===== src/rtl/core/ope_pkg.sv =====
// ope_pkg: shared types, constants and the microcode table of the
// orthogonal polynomial evaluator. No dependencies.
`timescale 1ns / 1ps
`default_nettype none

package ope_pkg;

    localparam int unsigned MAX_DEGREE_DEF = 32;
    localparam int unsigned X_FRAC_DEF     = 28;
    localparam int unsigned OUT_FRAC_DEF   = 32;

    localparam int unsigned X_W        = 32;
    localparam int unsigned DEG_W      = 6;
    localparam int unsigned RES_W      = 64;
    localparam int unsigned FAM_W      = 3;
    localparam int unsigned CFG_ADDR_W = 3;
    localparam int unsigned UPC_W      = 6;

    localparam logic [FAM_W-1:0] FAM_LEGENDRE = 3'd0;
    localparam logic [FAM_W-1:0] FAM_CHEB1    = 3'd1;
    localparam logic [FAM_W-1:0] FAM_CHEB2    = 3'd2;
    localparam logic [FAM_W-1:0] FAM_LAGUERRE = 3'd3;
    localparam logic [FAM_W-1:0] FAM_HERMITE  = 3'd4;

    typedef enum logic [2:0] {
        OP_ADD, OP_SUB, OP_FMUL, OP_IMUL, OP_IDIV, OP_FDIV, OP_XSQ, OP_XQ
    } op_t;

    typedef enum logic [3:0] {
        SEL_ZERO, SEL_ONE, SEL_XR, SEL_XQ, SEL_YL, SEL_YLM1, SEL_DYL, SEL_DYLM1,
        SEL_T1, SEL_T2, SEL_T3, SEL_W
    } sel_t;

    typedef enum logic [3:0] {
        K_NONE, K_K, K_2K1, K_2K, K_2K2, K_KP1, K_TWO, K_L, K_TRI, K_SHIFT
    } ksel_t;

    typedef enum logic [3:0] {
        ST_IDLE, ST_XQ, ST_Y1, ST_LOOP, ST_BODY, ST_STEP, ST_TAIL, ST_FIN, ST_DONE
    } state_t;

    typedef enum logic [1:0] {
        AL_IDLE, AL_MUL, AL_DIV, AL_POST
    } alu_state_t;

    typedef struct packed {
        op_t   op;
        sel_t  a;
        sel_t  b;
        ksel_t k;
        sel_t  dst;
        logic  last;
    } uinstr_t;

    typedef struct packed {
        op_t         op;
        logic [63:0] a;
        logic [63:0] b;
        logic [63:0] kval;
    } alu_req_t;

    typedef struct packed {
        logic        done;
        logic        sat;
        logic [63:0] value;
    } alu_rsp_t;

    // microcode entry points
    localparam logic [UPC_W-1:0] UPC_XQ     = 6'd0;
    localparam logic [UPC_W-1:0] UPC_Y1_LIN = 6'd1;
    localparam logic [UPC_W-1:0] UPC_Y1_LAG = 6'd2;
    localparam logic [UPC_W-1:0] UPC_Y1_DBL = 6'd3;
    localparam logic [UPC_W-1:0] UPC_LEG    = 6'd4;
    localparam logic [UPC_W-1:0] UPC_CHEB   = 6'd9;
    localparam logic [UPC_W-1:0] UPC_LAG    = 6'd16;
    localparam logic [UPC_W-1:0] UPC_HER    = 6'd27;
    localparam logic [UPC_W-1:0] UPC_LDER   = 6'd32;
    localparam logic [UPC_W-1:0] UPC_LEND   = 6'd37;

    function automatic uinstr_t ucode(input logic [UPC_W-1:0] pc);
        uinstr_t r;
        case (pc)
            // point to output format
            6'd0:  r = '{OP_XQ,   SEL_XR,    SEL_ZERO,  K_SHIFT, SEL_XQ, 1'b1};
            // first-degree term
            6'd1:  r = '{OP_ADD,  SEL_XQ,    SEL_ZERO,  K_NONE,  SEL_T1, 1'b1};
            6'd2:  r = '{OP_SUB,  SEL_ONE,   SEL_XQ,    K_NONE,  SEL_T1, 1'b1};
            6'd3:  r = '{OP_IMUL, SEL_XQ,    SEL_ZERO,  K_TWO,   SEL_T1, 1'b1};
            // legendre step
            6'd4:  r = '{OP_FMUL, SEL_XQ,    SEL_YL,    K_NONE,  SEL_T1, 1'b0};
            6'd5:  r = '{OP_IMUL, SEL_T1,    SEL_ZERO,  K_2K1,   SEL_T1, 1'b0};
            6'd6:  r = '{OP_IMUL, SEL_YLM1,  SEL_ZERO,  K_K,     SEL_T2, 1'b0};
            6'd7:  r = '{OP_SUB,  SEL_T1,    SEL_T2,    K_NONE,  SEL_T1, 1'b0};
            6'd8:  r = '{OP_IDIV, SEL_T1,    SEL_ZERO,  K_KP1,   SEL_T1, 1'b1};
            // chebyshev step
            6'd9:  r = '{OP_FMUL, SEL_XQ,    SEL_YL,    K_NONE,  SEL_T1, 1'b0};
            6'd10: r = '{OP_IMUL, SEL_T1,    SEL_ZERO,  K_TWO,   SEL_T1, 1'b0};
            6'd11: r = '{OP_SUB,  SEL_T1,    SEL_YLM1,  K_NONE,  SEL_T1, 1'b0};
            6'd12: r = '{OP_FMUL, SEL_XQ,    SEL_DYL,   K_NONE,  SEL_T2, 1'b0};
            6'd13: r = '{OP_ADD,  SEL_YL,    SEL_T2,    K_NONE,  SEL_T2, 1'b0};
            6'd14: r = '{OP_IMUL, SEL_T2,    SEL_ZERO,  K_TWO,   SEL_T2, 1'b0};
            6'd15: r = '{OP_SUB,  SEL_T2,    SEL_DYLM1, K_NONE,  SEL_T2, 1'b1};
            // laguerre step
            6'd16: r = '{OP_IMUL, SEL_ONE,   SEL_ZERO,  K_2K1,   SEL_W,  1'b0};
            6'd17: r = '{OP_SUB,  SEL_W,     SEL_XQ,    K_NONE,  SEL_W,  1'b0};
            6'd18: r = '{OP_FMUL, SEL_W,     SEL_YL,    K_NONE,  SEL_T1, 1'b0};
            6'd19: r = '{OP_IMUL, SEL_YLM1,  SEL_ZERO,  K_K,     SEL_T2, 1'b0};
            6'd20: r = '{OP_SUB,  SEL_T1,    SEL_T2,    K_NONE,  SEL_T1, 1'b0};
            6'd21: r = '{OP_IDIV, SEL_T1,    SEL_ZERO,  K_KP1,   SEL_T1, 1'b0};
            6'd22: r = '{OP_FMUL, SEL_W,     SEL_DYL,   K_NONE,  SEL_T2, 1'b0};
            6'd23: r = '{OP_SUB,  SEL_T2,    SEL_YL,    K_NONE,  SEL_T2, 1'b0};
            6'd24: r = '{OP_IMUL, SEL_DYLM1, SEL_ZERO,  K_K,     SEL_T3, 1'b0};
            6'd25: r = '{OP_SUB,  SEL_T2,    SEL_T3,    K_NONE,  SEL_T2, 1'b0};
            6'd26: r = '{OP_IDIV, SEL_T2,    SEL_ZERO,  K_KP1,   SEL_T2, 1'b1};
            // hermite step
            6'd27: r = '{OP_FMUL, SEL_XQ,    SEL_YL,    K_NONE,  SEL_T1, 1'b0};
            6'd28: r = '{OP_IMUL, SEL_T1,    SEL_ZERO,  K_TWO,   SEL_T1, 1'b0};
            6'd29: r = '{OP_IMUL, SEL_YLM1,  SEL_ZERO,  K_2K,    SEL_T2, 1'b0};
            6'd30: r = '{OP_SUB,  SEL_T1,    SEL_T2,    K_NONE,  SEL_T1, 1'b0};
            6'd31: r = '{OP_IMUL, SEL_YL,    SEL_ZERO,  K_2K2,   SEL_T2, 1'b1};
            // legendre slope, interior point
            6'd32: r = '{OP_FMUL, SEL_XQ,    SEL_YL,    K_NONE,  SEL_T1, 1'b0};
            6'd33: r = '{OP_SUB,  SEL_T1,    SEL_YLM1,  K_NONE,  SEL_T1, 1'b0};
            6'd34: r = '{OP_XSQ,  SEL_XR,    SEL_ZERO,  K_NONE,  SEL_T2, 1'b0};
            6'd35: r = '{OP_FDIV, SEL_T1,    SEL_T2,    K_NONE,  SEL_T1, 1'b0};
            6'd36: r = '{OP_IMUL, SEL_T1,    SEL_ZERO,  K_L,     SEL_T3, 1'b1};
            // legendre slope, endpoint
            6'd37: r = '{OP_IMUL, SEL_ONE,   SEL_ZERO,  K_TRI,   SEL_T3, 1'b1};
            default: r = '{OP_ADD, SEL_ZERO, SEL_ZERO,  K_NONE,  SEL_T3, 1'b1};
        endcase
        return r;
    endfunction

endpackage

`default_nettype wire


===== src/rtl/core/ope_alu.sv =====
// ope_alu: shared saturating arithmetic unit (add, sub, fixed-point and
// integer multiply, point squared less one, rounded divide). Depends on ope_pkg.
`timescale 1ns / 1ps
`default_nettype none

module ope_alu #(
    parameter int unsigned X_FRAC_BITS   = ope_pkg::X_FRAC_DEF,
    parameter int unsigned OUT_FRAC_BITS = ope_pkg::OUT_FRAC_DEF
) (
    input  wire logic              clk,
    input  wire logic              rst_n,
    input  wire logic              start,
    input  wire ope_pkg::alu_req_t req,
    output ope_pkg::alu_rsp_t      rsp
);
    import ope_pkg::*;

    localparam logic [63:0] SMAX = {1'b0, {63{1'b1}}};
    localparam logic [63:0] SMIN = {1'b1, 63'b0};

    alu_state_t   st_reg, st_next;
    op_t          op_reg, op_next;
    logic         neg_reg, neg_next;
    logic [1:0]   mcnt_reg, mcnt_next;
    logic [7:0]   dcnt_reg, dcnt_next;
    logic [63:0]  ma_reg, ma_next;
    logic [63:0]  mb_reg, mb_next;
    logic [127:0] acc_reg, acc_next;
    logic [63:0]  rem_reg, rem_next;
    logic [63:0]  res_reg, res_next;
    logic         sat_reg, sat_next;
    logic         done_reg, done_next;

    function automatic logic [63:0] magn(input logic [63:0] v);
        return v[63] ? (64'd0 - v) : v;
    endfunction

    // saturating sign/magnitude to two's complement, {sat, value}
    function automatic logic [64:0] pack(input logic neg, input logic [63:0] m,
                                         input logic big);
        logic [64:0] r;
        if (neg) begin
            if (big || (m > SMIN)) r = {1'b1, SMIN};
            else                   r = {1'b0, 64'd0 - m};
        end
        else begin
            if (big || m[63]) r = {1'b1, SMAX};
            else              r = {1'b0, m};
        end
        return r;
    endfunction

    // next state
    always_comb
    begin
        st_next = st_reg;
        case (st_reg)
            AL_IDLE:
            begin
                if (start) begin
                    case (req.op)
                        OP_FMUL, OP_IMUL, OP_XSQ: st_next = AL_MUL;
                        OP_IDIV, OP_FDIV:         st_next = AL_DIV;
                        default:                  st_next = AL_IDLE;
                    endcase
                end
            end
            AL_MUL:  if (mcnt_reg == 2'd3) st_next = AL_POST;
            AL_DIV:  if (dcnt_reg == 8'd1) st_next = AL_POST;
            AL_POST: st_next = AL_IDLE;
            default: st_next = AL_IDLE;
        endcase
    end

    // datapath
    always_comb
    begin
        logic [63:0]  s;
        logic [31:0]  pa;
        logic [31:0]  pb;
        logic [63:0]  prod;
        logic [6:0]   shamt;
        logic [64:0]  rsh;
        logic         ge;
        logic [127:0] sum;
        logic         rnd;
        logic [64:0]  pk;

        op_next   = op_reg;
        neg_next  = neg_reg;
        mcnt_next = mcnt_reg;
        dcnt_next = dcnt_reg;
        ma_next   = ma_reg;
        mb_next   = mb_reg;
        acc_next  = acc_reg;
        rem_next  = rem_reg;
        res_next  = res_reg;
        sat_next  = sat_reg;
        done_next = 1'b0;

        s     = '0;
        pa    = mcnt_reg[0] ? ma_reg[63:32] : ma_reg[31:0];
        pb    = mcnt_reg[1] ? mb_reg[63:32] : mb_reg[31:0];
        prod  = 64'(pa) * 64'(pb);
        shamt = {mcnt_reg[0] & mcnt_reg[1], mcnt_reg[0] ^ mcnt_reg[1], 5'b0};
        rsh   = {rem_reg, acc_reg[127]};
        ge    = rsh >= {1'b0, mb_reg};
        sum   = '0;
        rnd   = 1'b0;
        pk    = '0;

        case (st_reg)
            AL_IDLE:
            begin
                if (start) begin
                    op_next   = req.op;
                    mcnt_next = 2'd0;
                    acc_next  = '0;
                    rem_next  = '0;
                    case (req.op)
                        OP_ADD:
                        begin
                            s = req.a + req.b;
                            done_next = 1'b1;
                            if ((req.a[63] == req.b[63]) && (s[63] != req.a[63])) begin
                                res_next = req.a[63] ? SMIN : SMAX;
                                sat_next = 1'b1;
                            end
                            else begin
                                res_next = s;
                                sat_next = 1'b0;
                            end
                        end
                        OP_SUB:
                        begin
                            s = req.a - req.b;
                            done_next = 1'b1;
                            if ((req.a[63] != req.b[63]) && (s[63] != req.a[63])) begin
                                res_next = req.a[63] ? SMIN : SMAX;
                                sat_next = 1'b1;
                            end
                            else begin
                                res_next = s;
                                sat_next = 1'b0;
                            end
                        end
                        OP_FMUL:
                        begin
                            ma_next  = magn(req.a);
                            mb_next  = magn(req.b);
                            neg_next = req.a[63] ^ req.b[63];
                        end
                        OP_IMUL:
                        begin
                            ma_next  = magn(req.a);
                            mb_next  = req.kval;
                            neg_next = req.a[63];
                        end
                        OP_XSQ:
                        begin
                            ma_next  = magn(req.a);
                            mb_next  = magn(req.a);
                            neg_next = 1'b0;
                        end
                        OP_IDIV:
                        begin
                            acc_next  = {magn(req.a), 64'd0};
                            mb_next   = req.kval;
                            neg_next  = req.a[63];
                            dcnt_next = 8'd64;
                        end
                        OP_FDIV:
                        begin
                            acc_next  = 128'(magn(req.a)) << (2 * X_FRAC_BITS);
                            mb_next   = magn(req.b);
                            neg_next  = req.a[63] ^ req.b[63];
                            dcnt_next = 8'd128;
                        end
                        default:
                        begin
                            res_next  = '0;
                            sat_next  = 1'b0;
                            done_next = 1'b1;
                        end
                    endcase
                end
            end
            AL_MUL:
            begin
                // one 32x32 partial product per cycle
                acc_next  = acc_reg + (128'(prod) << shamt);
                mcnt_next = mcnt_reg + 2'd1;
            end
            AL_DIV:
            begin
                // restoring divide, quotient shifts in behind the dividend
                rem_next  = ge ? 64'(rsh - {1'b0, mb_reg}) : rsh[63:0];
                acc_next  = {acc_reg[126:0], ge};
                dcnt_next = dcnt_reg - 8'd1;
            end
            AL_POST:
            begin
                done_next = 1'b1;
                case (op_reg)
                    OP_FMUL:
                    begin
                        sum = acc_reg + (128'd1 << (OUT_FRAC_BITS - 1));
                        pk  = pack(neg_reg, sum[OUT_FRAC_BITS +: 64],
                                   |(sum >> (OUT_FRAC_BITS + 64)));
                    end
                    OP_IMUL:
                        pk = pack(neg_reg && (|acc_reg[63:0]), acc_reg[63:0],
                                  |acc_reg[127:64]);
                    OP_XSQ:
                        pk = {1'b0, acc_reg[63:0] - (64'd1 << (2 * X_FRAC_BITS))};
                    OP_IDIV, OP_FDIV:
                    begin
                        rnd = {rem_reg, 1'b0} >= {1'b0, mb_reg};
                        sum = acc_reg + 128'(rnd);
                        pk  = pack(neg_reg && (|sum), sum[63:0], |sum[127:64]);
                    end
                    default: pk = '0;
                endcase
                sat_next = pk[64];
                res_next = pk[63:0];
            end
            default: ;
        endcase
    end

    always_ff @(posedge clk or negedge rst_n)
    begin
        if (!rst_n) begin
            st_reg   <= AL_IDLE;
            done_reg <= 1'b0;
        end
        else begin
            st_reg   <= st_next;
            done_reg <= done_next;
        end
    end

    always_ff @(posedge clk)
    begin
        op_reg   <= op_next;
        neg_reg  <= neg_next;
        mcnt_reg <= mcnt_next;
        dcnt_reg <= dcnt_next;
        ma_reg   <= ma_next;
        mb_reg   <= mb_next;
        acc_reg  <= acc_next;
        rem_reg  <= rem_next;
        res_reg  <= res_next;
        sat_reg  <= sat_next;
    end

    assign rsp.done  = done_reg;
    assign rsp.sat   = sat_reg;
    assign rsp.value = res_reg;

endmodule

`default_nettype wire


===== config.mk =====
export PLATFORM = sky130hd
export DESIGN_NAME = ope_alu
export DESIGN_NICKNAME = d
export VERILOG_FILES = /design/src/rtl/core/ope_pkg.sv /design/src/rtl/core/ope_alu.sv
export SDC_FILE = /design/constraint.sdc
export NUM_CORES = 2
export LEC_CHECK = 0
export BUFFER_PORTS_ARGS = -buffer_cell sky130_fd_sc_hd__buf_2
export CAP_MARGIN = 30
export CORE_UTILIZATION = 55
export CTS_CLUSTER_DIAMETER = 200
export DETAILED_ROUTE_END_ITERATION = 10
export GPL_TIMING_DRIVEN = 0
export PLACE_DENSITY_LB_ADDON = 0.15
export SKIP_CTS_REPAIR_TIMING = 1
export SYNTH_ARGS = -nofsm -noshare
export SYNTH_HDL_FRONTEND = slang
export SYNTH_SLANG_ARGS = --single-unit

===== constraint.sdc =====
create_clock -name clk -period 11.95 [get_ports clk]
set_input_delay 0 -clock clk [delete_from_list [all_inputs] [get_ports clk]]
set_output_delay 0 -clock clk [all_outputs]
set_load 0.02 [all_outputs]

==> reports/results.ini, run 1 <==
[global_routing]
grt_use_total_pct = 65.3
overflow = 35
grt_max_degree = 65

[placed_design]
place_ws_ns = -4.50
routabilityCongestion = 1.17
numPortBuffers = 263
dp_cells = 14200
dp_hpwl_um = 403000

[synthesis]
synth.ff_latch_count = 402
async_flop_share_pct = 0.746
ys_seq_area_share_pct = 13.4
synth-adder-area-share_pct = 28.5
synth_compound_area_share_pct = 20.3
synthTopCellsByArea = fa_1, edfxtp_1, ha_1, nor2_1, inv_1
muxShareOfSynthArea_pct = 1.56
synth_edf_count = 399
synth_cells = 11700
synth_fp_nets = 13400
ys.flop_type = edfxtp_1
synthDominantCellAreaShare_pct = 20.1
synth_area_leader_cell = fa_1
synth_xor_area_share_pct = 6.55
synth_top_family_by_area = adder cells
synth.avg_cell_area_um2 = 7.69
synth_cell_types = 102
syn_area_um2 = 89700
yosys.area_share.simple_pct = 21.1
yosys_warnings = 0

[clock_tree]
clock_sinks = 402
cts-root-buf = clkbuf_16
cts_max_path_buffers = 3
htreeDepth = 2
cts_buffers = 49

[outcome]
error_line = [ERROR GRT-0232] Routing congestion too high. Check the congestion heatmap in the GUI.
status = aborted with a tool error
haltStage = global routing (5_1_grt)

[die]
io_pins = 264
num_rows = 147
die_h_um = 406
die_w_um = 406
initial_utilization_pct = 55.6

[timing]
worstEpCategory = register input
grt-worst-endpoint = acc_reg[121]$_DFFE_PP_/D

==> logic make-up after synthesis <==
family,count (synthesis)
compound gates,2847
flops,402
buf+inv,2033
mux,133
simple gates,4079
fa+ha+maj,1502
xor+xnor,670
==> per-stage QoR <==
| step | utilization, % | instance area, µm² | hold slack [ns] | TNS [ns] |
|---|---|---|---|---|
| after CTS | 60.1 | 96900 | -0.882 | -270.36 |
| after detailed placement | 59.0 | 95200 | -0.139 | -263.44 |
| after global placement | 58.1 | 93700 | -0.145 | -790.50 |
| after floorplan | - | 89700 | -0.296 | 0 |
==> per-layer routing <==
metal / track usage (%) / overflow
met2: 86.1 / 25
met5: 5.41 / 0
met1: 70.3 / 0
met3: 39.9 / 0
met4: 62.7 / 10
==> synthesized netlist by cell type (98+ instances only) <==
library cell and number:
a31oi_1 109, nand2_1 1232, inv_1 1259, or3_1 98, a21oi_1 855, nor3_1 206
nor2_1 1378, nand4_1 226, edfxtp_1 399, a21o_1 192, xor2_1 180, fa_1 901
o21a_1 98, nand3_1 236, xnor2_1 489, nor4_1 135, o21ai_0 609, clkbuf_1 674
ha_1 600, and2_1 105, o21bai_1 115
==> run 2: changes to the inputs <==
Settings changed: CORE_UTILIZATION 55 to 40, CTS_CLUSTER_DIAMETER 200 to default.
Clock period 11.95 ns to 15.5 ns, I/O delays scaled along.
==> run 2 against run 1 <==
Net effect:
- the flow now finishes, with violations (slew limit)
- area after synthesis unchanged
- synthesized cell count unchanged
==> reports/results.ini, run 2 <==
[placed_design]
numPortBuffers = 263  ; unchanged
routabilityCongestion = 1.09  ; -6.2%
dp_hpwl_um = 453000  ; +12%

[global_routing]
grt_max_degree = 66
grt_pass1_vias = 93500
antenna_found_initial = 30
grt_use_met1_pct = 55.5
use_met2_pct = 68.5
overflow = 0
grt_use_met3_pct = 11.9
grt_use_total_pct = 46.5
grt_pass1_wl_um = 734000
top_usage_layer = met2

[timing]
slew_violations = 1
fin_tns_setup_ns = 0
period_share_pct = 99.4
skew_ns = 0.0790
tightest_slew_ns = 1.63
fmax_mhz = 64.9
worst_hold_slack_ns = 0.0437
maxSlewHeadroom_pct = -8.44
setup_viol = 0
period_needed_ns = 15.40
hold_violations = 0

[hold_path]
min_path_type = in2reg
whs_path_depth = 3

[synthesis]
yosysMostFrequentCell = nor2_1
synth_cell_types = 102  ; unchanged
synth_top_family_by_area = adder cells
synthTopCellsByArea = fa_1, edfxtp_1, ha_1, nor2_1, inv_1
yosys.area_share.simple_pct = 21.1  ; unchanged
synth_xor_area_share_pct = 6.55  ; unchanged
ys_seq_area_share_pct = 13.4  ; unchanged
muxShareOfSynthArea_pct = 1.56  ; unchanged
synth-adder-area-share_pct = 28.5  ; unchanged
yosys_warnings = 0  ; unchanged
synth_area_leader_cell = fa_1
synth_edf_count = 399  ; unchanged
synth.ff_latch_count = 402  ; unchanged
synth_fp_nets = 13400  ; unchanged
synthTopCellsByCount = nor2_1, inv_1, nand2_1, fa_1, a21oi_1
synth_compound_area_share_pct = 20.3  ; unchanged
ys.flop_type = edfxtp_1
syn_area_um2 = 89700  ; unchanged
synth.avg_cell_area_um2 = 7.69  ; unchanged
synthDominantCellAreaShare_pct = 20.1  ; unchanged
synth_cells = 11700  ; unchanged
async_flop_share_pct = 0.746  ; unchanged

[die]
initial_utilization_pct = 40.3  ; -15 points
io_pins = 264  ; unchanged
die_w_um = 476  ; +17%
die_h_um = 476  ; +17%
die_area_um2 = 226000
num_rows = 173  ; +18%
core-area_um2 = 223000

[detailed_routing]
drt_wl_total_um = 538000
dr.pass1.iters = 11
drt_iter0_drc = 13400
ant_nets = 0
wire_per_inst_um = 35.2
via_count = 98200
vias_per_cell = 6.43
drcViolationCount = 0

[setup_path]
crit_fanout = 10
critical_path.startpoint_type = register
path_depth = 46
path_buf_inv = 11
crit_family = adder cells
cp-end-kind = register
cp_data_arrival_time_ns = 15.81
crit_top_cell = fa_1
timing_worst_setup_path_type = reg2reg
required_ns = 15.92
critPathMaxStageDelay_ns = 0.76
r2r_cells = 46
regToRegSetupSlack_ns = 0.10
critPathSlowestCell = o21a_1

[clock_tree]
cts-root-buf = clkbuf_16
clkLatencyLatePin_ns = 0.75
clock_sinks = 402  ; unchanged
clk_pin_slew_ns = 0.09
cts_tree = yes
htreeDepth = 2  ; unchanged
cts_max_path_buffers = 3  ; unchanged
cts_buffers = 50  ; +2.0%

[final_layout]
syn2layout_area_growth_pct = 11.5
layout-drive-gt1-share_pct = 7.14
finalNetCount = 13900
final_common_cell = nor2_1
largest_reg_flops = 128
final_cell_mix = nor2_1, inv_1, nand2_1, fa_1, a21oi_1

[outcome]
status = complete, but fails checks
violations = slew limit

[flow_run]
maxCapViolations = 0

[run 2: cell counts after synthesis]
No cell type changed its count.
[run 2: cell families after synthesis]
group,Yosys count
AO/OA/AOI/OAI,2847
XOR/XNOR,670
adder cells (fa/ha/maj),1502
buffers and inverters,2033
flip-flops,402
multiplexers,133
AND/OR/NAND/NOR,4079
[run 2: final timing paths]
path                              from           end
min                           req[147]    ma_reg[19]
max in group asynchronous        rst_n     st_reg[0]
min in group asynchronous        rst_n      done_reg
min reg2reg                rem_reg[60]   rem_reg[61]
max reg2reg                mcnt_reg[1]  acc_reg[127]
max                        mcnt_reg[1]  acc_reg[127]
[run 2: layer usage]
| layer | vias to the layer above | part of all wire [%] |
|---|---|---|
| li1 | 41400 | - |
| met1 | 48400 | 37 |
| met2 | 6587 | 42 |
| met3 | 1820 | 10 |
| met4 | 2 | 11 |
| met5 | - | 0.0024 |
[run 2: metrics by stage]
step | cells | util [%] | worst slack [ns] | instance area [µm²]
detailed placement | 15100 | 43.5 | -1.31 | 96900
global route | 15300 | 44.9 | -0.0210 | 100000
CTS | 15200 | 44.3 | -1.39 | 98700
global placement | 14900 | 42.6 | -2.44 | 94700
finish | 15300 | 44.9 | 0.100 | 100000
floorplan | 11700 | - | 3.48 | 89700
[run 2: area by class of cell]
| type | count | area (µm²) |
|---|---|---|
| Buffer | 754 | 2990 |
| Inverter | 1268 | 4760 |
| Antenna cell | 26 | 65.1 |
| Clock buffer | 54 | 1270 |
| Multi-Input combinational cell | 9231 | 70500 |
| Timing Repair Buffer | 530 | 4140 |
| Tap cell | 2975 | 3720 |
| Sequential cell | 402 | 12100 |
| Clock inverter | 39 | 515 |
| Fill cell | 22900 | 123000 |
[run 2: worst register-to-register path: cells and delay by family (launching register included)]
kind	cells	cell delay, ns
mux	1	0.31
buf+inv	11	2.09
flops	1	0.62
compound gates	14	4.07
simple gates	8	2.46
fa+ha+maj	10	4.84
xor+xnor	2	0.72
Power of run 2 is left out: the tool's default activity adds up to more than one toggle a clock period on the data nets, which glitch-free logic cannot reach.
